==> config.mk <==
export PLATFORM = sky130hd
export DESIGN_NAME = biou_nms_iou_unit
export DESIGN_NICKNAME = d
export VERILOG_FILES = /design/src/rtl/biou_nms_pkg.sv /design/src/rtl/biou_nms_iou_unit.sv
export SDC_FILE = /design/constraint.sdc
export NUM_CORES = 2
export LEC_CHECK = 0
export BUFFER_PORTS_ARGS = -buffer_cell sky130_fd_sc_hd__buf_4
export CAP_MARGIN = 20
export CORE_ASPECT_RATIO = 0.9
export CORE_MARGIN = 2
export CORE_UTILIZATION = 55
export DETAILED_ROUTE_END_ITERATION = 6
export HOLD_SLACK_MARGIN = 0.08
export PLACE_DENSITY = 0.72
export SETUP_SLACK_MARGIN = 0.4
export SKIP_CTS_REPAIR_TIMING = 1
export SLEW_MARGIN = 20
export SYNTH_ARGS = -nofsm -noshare
export SYNTH_HDL_FRONTEND = slang
export SYNTH_SLANG_ARGS = --single-unit
==> constraint.sdc <==
create_clock -name clock -period 8.8 [get_ports clock]
set_clock_uncertainty 0.15 [all_clocks]
set_input_delay 0.88 -clock clock [delete_from_list [all_inputs] [get_ports clock]]
set_output_delay 0.88 -clock clock [all_outputs]
set_load 0.03 [all_outputs]
==> src/rtl/biou_nms_pkg.sv <==
// ----------------------------------------------------------------------------
// Box IoU non-maximum suppression: shared package
// Field widths, result codes, sequencer states and the compare result group.
// ----------------------------------------------------------------------------
package biou_nms_pkg;

   localparam int LABEL_W = 16;
   localparam int CONF_W  = 16;
   localparam int FIELD_W = 16;
   localparam int THR_W   = 8;
   localparam int SLOT_W  = 6;
   localparam int TOTAL_W = 7;

   localparam logic [THR_W-1:0] THR_RESET = 8'd128;

   typedef enum logic [1:0] {
      DEC_APPENDED   = 2'd0,
      DEC_REPLACED   = 2'd1,
      DEC_SUPPRESSED = 2'd2,
      DEC_DROPPED    = 2'd3
   } decision_type;

   typedef enum logic [1:0] {
      ST_IDLE,
      ST_SCAN,
      ST_DECIDE,
      ST_RESP
   } state_type;

   typedef struct packed {
      logic valid;
      logic hit;
      logic greater;
   } cmp_result_type;

endpackage

==> src/rtl/biou_nms_iou_unit.sv <==
// ----------------------------------------------------------------------------
// Box IoU non-maximum suppression: overlap compare unit
// Four-stage pipelined IoU test of the new box against one kept entry per cycle.
// ----------------------------------------------------------------------------
module biou_nms_iou_unit
   import biou_nms_pkg::*;
#(
   parameter int COORD_BITS = 16,
   parameter int IDX_W      = 6
) (
   input  logic                  clock,
   input  logic                  reset,
   input  logic                  flush,
   input  logic                  in_valid,
   input  logic [IDX_W-1:0]      in_idx,
   input  logic [THR_W-1:0]      threshold,
   input  logic [LABEL_W-1:0]    new_label,
   input  logic [CONF_W-1:0]     new_conf,
   input  logic [COORD_BITS-1:0] new_top,
   input  logic [COORD_BITS-1:0] new_bottom,
   input  logic [COORD_BITS-1:0] new_left,
   input  logic [COORD_BITS-1:0] new_right,
   input  logic [LABEL_W-1:0]    kept_label,
   input  logic [CONF_W-1:0]     kept_conf,
   input  logic [COORD_BITS-1:0] kept_top,
   input  logic [COORD_BITS-1:0] kept_bottom,
   input  logic [COORD_BITS-1:0] kept_left,
   input  logic [COORD_BITS-1:0] kept_right,
   output cmp_result_type        result,
   output logic [IDX_W-1:0]      result_idx,
   output logic                  busy
);

   localparam int D = COORD_BITS + 1;
   localparam int P = 2 * D;
   localparam int U = P + 2;
   localparam int M = U + THR_W + 1;

   logic [COORD_BITS-1:0] min_right, max_left, min_bottom, max_top;
   logic signed [D-1:0]   iw_in, ih_in, wn_in, hn_in, wk_in, hk_in;

   logic                  s1_vld_ff, s1_same_ff, s1_gt_ff;
   logic [IDX_W-1:0]      s1_idx_ff;
   logic signed [D-1:0]   s1_iw_ff, s1_ih_ff, s1_wn_ff, s1_hn_ff, s1_wk_ff, s1_hk_ff;

   logic                  s2_vld_ff, s2_cand_ff, s2_gt_ff;
   logic [IDX_W-1:0]      s2_idx_ff;
   logic signed [P-1:0]   s2_inter_ff, s2_an_ff, s2_ak_ff;

   logic                  s3_vld_ff, s3_cand_ff, s3_gt_ff;
   logic [IDX_W-1:0]      s3_idx_ff;
   logic signed [P-1:0]   s3_inter_ff;
   logic signed [U-1:0]   s3_uni_ff;

   logic signed [M-1:0]   scaled_inter, scaled_uni;
   logic                  hit_in;
   logic                  res_vld_ff, res_hit_ff, res_gt_ff;
   logic [IDX_W-1:0]      res_idx_ff;

   always_comb begin
      min_right  = (new_right < kept_right) ? new_right : kept_right;
      max_left   = (new_left > kept_left) ? new_left : kept_left;
      min_bottom = (new_bottom < kept_bottom) ? new_bottom : kept_bottom;
      max_top    = (new_top > kept_top) ? new_top : kept_top;
      iw_in = $signed({1'b0, min_right}) - $signed({1'b0, max_left});
      ih_in = $signed({1'b0, min_bottom}) - $signed({1'b0, max_top});
      wn_in = $signed({1'b0, new_right}) - $signed({1'b0, new_left});
      hn_in = $signed({1'b0, new_bottom}) - $signed({1'b0, new_top});
      wk_in = $signed({1'b0, kept_right}) - $signed({1'b0, kept_left});
      hk_in = $signed({1'b0, kept_bottom}) - $signed({1'b0, kept_top});
   end

   // Final stage: inter * 256 against threshold * union, both sign-extended.
   always_comb begin
      scaled_inter = M'(s3_inter_ff) <<< 8;
      scaled_uni   = M'($signed({1'b0, threshold})) * M'(s3_uni_ff);
      hit_in       = s3_cand_ff && (s3_uni_ff > 0) && (scaled_inter > scaled_uni);
   end

   always_ff @(posedge clock) begin
      if (reset || flush) begin
         s1_vld_ff       <= 1'b0;
         s2_vld_ff       <= 1'b0;
         s3_vld_ff       <= 1'b0;
         res_vld_ff      <= 1'b0;
      end else begin
         s1_vld_ff       <= in_valid;
         s2_vld_ff       <= s1_vld_ff;
         s3_vld_ff       <= s2_vld_ff;
         res_vld_ff      <= s3_vld_ff;
      end
   end

   always_ff @(posedge clock) begin
      s1_idx_ff   <= in_idx;
      s1_same_ff  <= (new_label == kept_label);
      s1_gt_ff    <= (new_conf > kept_conf);
      s1_iw_ff    <= iw_in;
      s1_ih_ff    <= ih_in;
      s1_wn_ff    <= wn_in;
      s1_hn_ff    <= hn_in;
      s1_wk_ff    <= wk_in;
      s1_hk_ff    <= hk_in;

      s2_idx_ff   <= s1_idx_ff;
      s2_gt_ff    <= s1_gt_ff;
      s2_cand_ff  <= s1_same_ff && (s1_iw_ff > 0) && (s1_ih_ff > 0);
      s2_inter_ff <= P'(s1_iw_ff) * P'(s1_ih_ff);
      s2_an_ff    <= P'(s1_wn_ff) * P'(s1_hn_ff);
      s2_ak_ff    <= P'(s1_wk_ff) * P'(s1_hk_ff);

      s3_idx_ff   <= s2_idx_ff;
      s3_gt_ff    <= s2_gt_ff;
      s3_cand_ff  <= s2_cand_ff;
      s3_inter_ff <= s2_inter_ff;
      s3_uni_ff   <= U'(s2_an_ff) + U'(s2_ak_ff) - U'(s2_inter_ff);

      res_idx_ff  <= s3_idx_ff;
      res_hit_ff  <= hit_in;
      res_gt_ff   <= s3_gt_ff;
   end

   assign result     = '{valid: res_vld_ff, hit: res_hit_ff, greater: res_gt_ff};
   assign result_idx = res_idx_ff;
   assign busy       = s1_vld_ff || s2_vld_ff || s3_vld_ff || res_vld_ff;

endmodule
==> impl_results.md <==
* Clock H-tree levels at 2
* Layout Nets at 8490
* Adder-Cell Fraction of Synth Area at 0.5167
* Synth warnings at 0
* Post-Syn Nets at 8393
* Slew @ Worst Pin at 0.9705 ns
* Die area at 109700 sq um
* Critical path class: reg2reg
* CP arrival at 7.89 ns
* Period minus WS final at 7.561 ns
* Netlist cell types at 77
* Most frequent cells in the layout: inv_1, fa_1, nand2_1, ha_1, and2_1
* Drt wl/cell at 18.68 microns
* Die X at 348.9 microns
* # fillers at 9176
* Setup TNS Final at 0 ns
* Main flop type after synthesis: dfxtp_1
* Hold Path Class: reg2reg
* Final hold vios at 0
* Fraction of layout cells with a size suffix above 1 at 0.05499
* Grt ovf at 0
* # rows at 113
* Multiplexer area fraction after synthesis at 0.01271
* Final period util at 0.8592
* First-pass GRT wire length at 247300 microns
* Total CTS buffers at 38
* Synth Area in Compound Gates at 0.07422
* CP required at 9.13 ns
* RePlAce Congestion at 0.9548
* Setup crit end kind: flip-flop
* GRT Total Usage at 0.2857
* Clk_lat worst skew at 0.59 ns
* Sink Count at 310
* Crit-path max FO at 9
* IO buf count at 219
* Die Height at 314.4 microns
* DR DRC count at 0
* WL final at 148500 microns
* Iteration-0 DRC count of the detailed router at 2544
* Vias in the first global route at 46376
* Seq/Total Area, Yosys at 0.1054
* Synth Register Bits at 310
* Post-Synth XOR/XNOR Area at 0.03808
* Syn_area_per_cell at 9.143 sq um
* Drt first pass iters at 6
* Critical path's top delay family: compound AO/OA/AOI/OAI gates
* CP startpoint kind: flip-flop
* Util after Layout at 0.5950
* Cell Area, Synth at 58890 sq um
* Main combinational cell family by area after synthesis: adder cells
* CTS max path bufs at 3
* Max Clk Rate at 132.3 MHz
* Endpoints failing setup at 0
* CTS tree: yes
* Initial antenna violation count at 6
* Clock slew at reported path FFs at 0.07 ns
* Outcome: completed
* Post-synth EDFFs at 0
* Max cap viols at 0
* CP bufs+invs at 3
* Max-slew violations at 0
* Ports at 220
* Mapped Cells at 6441
* Mean number of vias per cell at 5.423
* Most used cell, CP: a21o_1
* Multi-input gate area at 46370 sq um
* Vias at 43111
* Post-DRT Antenna Nets at 0
* RSZ-0062 raised after global routing: no
* Slew headroom at 0.3428
* Post-Synth Simple-Gate Area at 0.1454
* Synth async-reset ratio at 0
* Clock Root Buffer: clkbuf_16
* Syn-to-layout area delta at 7.005%
* Worst path max stage delay at 0.57 ns
* CORE AREA at 105900 sq um
* Initial Utilization at 0.5561
* Commonest non-fill, non-tap cell in the layout: inv_1
* CP max-delay cell: dfxtp_1
* Largest net degree at the start of global routing at 37
* HPWL after DPL at 126200 microns
* Reg area at 6206 sq um
* Hold slack at 0.1743 ns
==> metal layers <==
| metal | global-route usage | wire length (microns) |
|---|---|---|
| met1 | 0.3931 | 63940 |
| met2 | 0.4579 | 67290 |
| met3 | 0.04355 | 10460 |
| met4 | 0.1101 | 6770 |
| met5 | 0 | 13 |
==> cell families after synthesis <==
| group | after synthesis |
|---|---|
| and+or+nand+nor | 1726 |
| muxes | 71 |
| DFF | 310 |
| AOI/OAI and AO/OA | 655 |
| adders and majority gates | 1742 |
| buffers and inverters | 1681 |
| xor gates and xnor gates | 256 |
==> registers in the layout, summed over array words and instances, names as in the netlist, 6 cells and up <==
| signal | cells |
|---|---|
| result_idx | 6 |
| s1_hk_ff | 17 |
| s1_hn_ff | 17 |
| s1_idx_ff | 6 |
| s1_ih_ff | 17 |
| s1_iw_ff | 17 |
| s1_wk_ff | 17 |
| s1_wn_ff | 17 |
| s2_ak_ff | 34 |
| s2_an_ff | 34 |
| s2_idx_ff | 6 |
| s2_inter_ff | 34 |
| s3_idx_ff | 6 |
| s3_inter_ff | 34 |
| s3_uni_ff | 36 |
==> worst paths after layout <==
kind	depth (start not counted)	endpoint	start	slack, ns
setup / recovery	30	res_hit_ff	s3_uni_ff[9]	1.24
hold / removal	0	result_idx[0]	s3_idx_ff[0]	0.17
setup reg to reg	30	res_hit_ff	s3_uni_ff[9]	1.24
hold reg to reg	0	result_idx[0]	s3_idx_ff[0]	0.17
==> cell usage after synthesis (5+ instances only) <==
| library cell | count | area [sq um] |
|---|---|---|
| inv_1 | 1495 | 5612 |
| fa_1 | 1150 | 23020 |
| nand2_1 | 698 | 2620 |
| ha_1 | 592 | 7407 |
| and2_1 | 520 | 3253 |
| dfxtp_1 | 310 | 6206 |
| xnor2_1 | 194 | 1699 |
| a21oi_1 | 176 | 880.8 |
| clkbuf_1 | 175 | 656.9 |
| nor2_1 | 167 | 626.9 |
| a21o_1 | 146 | 1096 |
| o21ai_0 | 99 | 495.5 |
| nand2b_1 | 79 | 494.2 |
| xor2_1 | 62 | 543.0 |
| nor2b_1 | 53 | 331.6 |
| nor3_1 | 46 | 230.2 |
| mux2i_1 | 41 | 410.4 |
| o21a_1 | 41 | 307.8 |
| nand4_1 | 40 | 250.2 |
| nand3_1 | 35 | 175.2 |
| mux2_2 | 30 | 337.8 |
| and3_1 | 26 | 162.7 |
| a31oi_1 | 23 | 143.9 |
| nor4_1 | 23 | 143.9 |
| a21boi_0 | 18 | 135.1 |
| a211oi_1 | 17 | 127.6 |
| o21bai_1 | 16 | 120.1 |
| or3_1 | 15 | 93.84 |
| o211ai_1 | 11 | 82.58 |
| o31ai_1 | 9 | 67.56 |
| or2_2 | 8 | 50.05 |
| o31a_1 | 7 | 61.31 |
| o41ai_1 | 7 | 61.31 |
| a211o_1 | 6 | 52.55 |
| a41o_1 | 6 | 60.06 |
| o2111ai_1 | 6 | 52.55 |
| a2111oi_0 | 5 | 43.79 |
| a221o_1 | 5 | 50.05 |
| a31o_2 | 5 | 43.79 |
| o21ai_1 | 5 | 25.02 |
| or4_1 | 5 | 37.54 |
==> stage by stage <==
| stage | cells | worst slack [ns] | cell area (sq um) |
|---|---|---|---|
| after global placement | 7878 | 0.7069 | 61740 |
| after detailed placement | 7878 | 0.7028 | 61740 |
| after CTS | 7945 | 1.254 | 63000 |
| final | 7949 | 1.239 | 63010 |
| after global routing | 7945 | 0.7291 | 63000 |
| after floorplan | 6441 | 1.082 | 58890 |
==> cell type report <==
cell class / instances / area share
sequential: 310 / 0.09849
timing repair buffer: 243 / 0.02895
tap: 1380 / 0.02740
inverter: 1495 / 0.08906
clock buffer: 54 / 0.01765
clock inverter: 13 / 0.002383
multi-input combinational: 4450 / 0.7359
antenna: 4 / 0.0001589
==> worst register-to-register path: cells and delay by family, from the launching register on <==
kind / cells / cell delay [ns]
and+or+nand+nor: 5 / 0.58
buffers and inverters: 3 / 0.14
xor gates and xnor gates: 2 / 0.26
AOI/OAI and AO/OA: 14 / 3.17
DFF: 1 / 0.57
adders and majority gates: 6 / 2.61
Power is left out: the tool's default activity adds up to more than one toggle a clock period on the data nets, which glitch-free logic cannot reach.
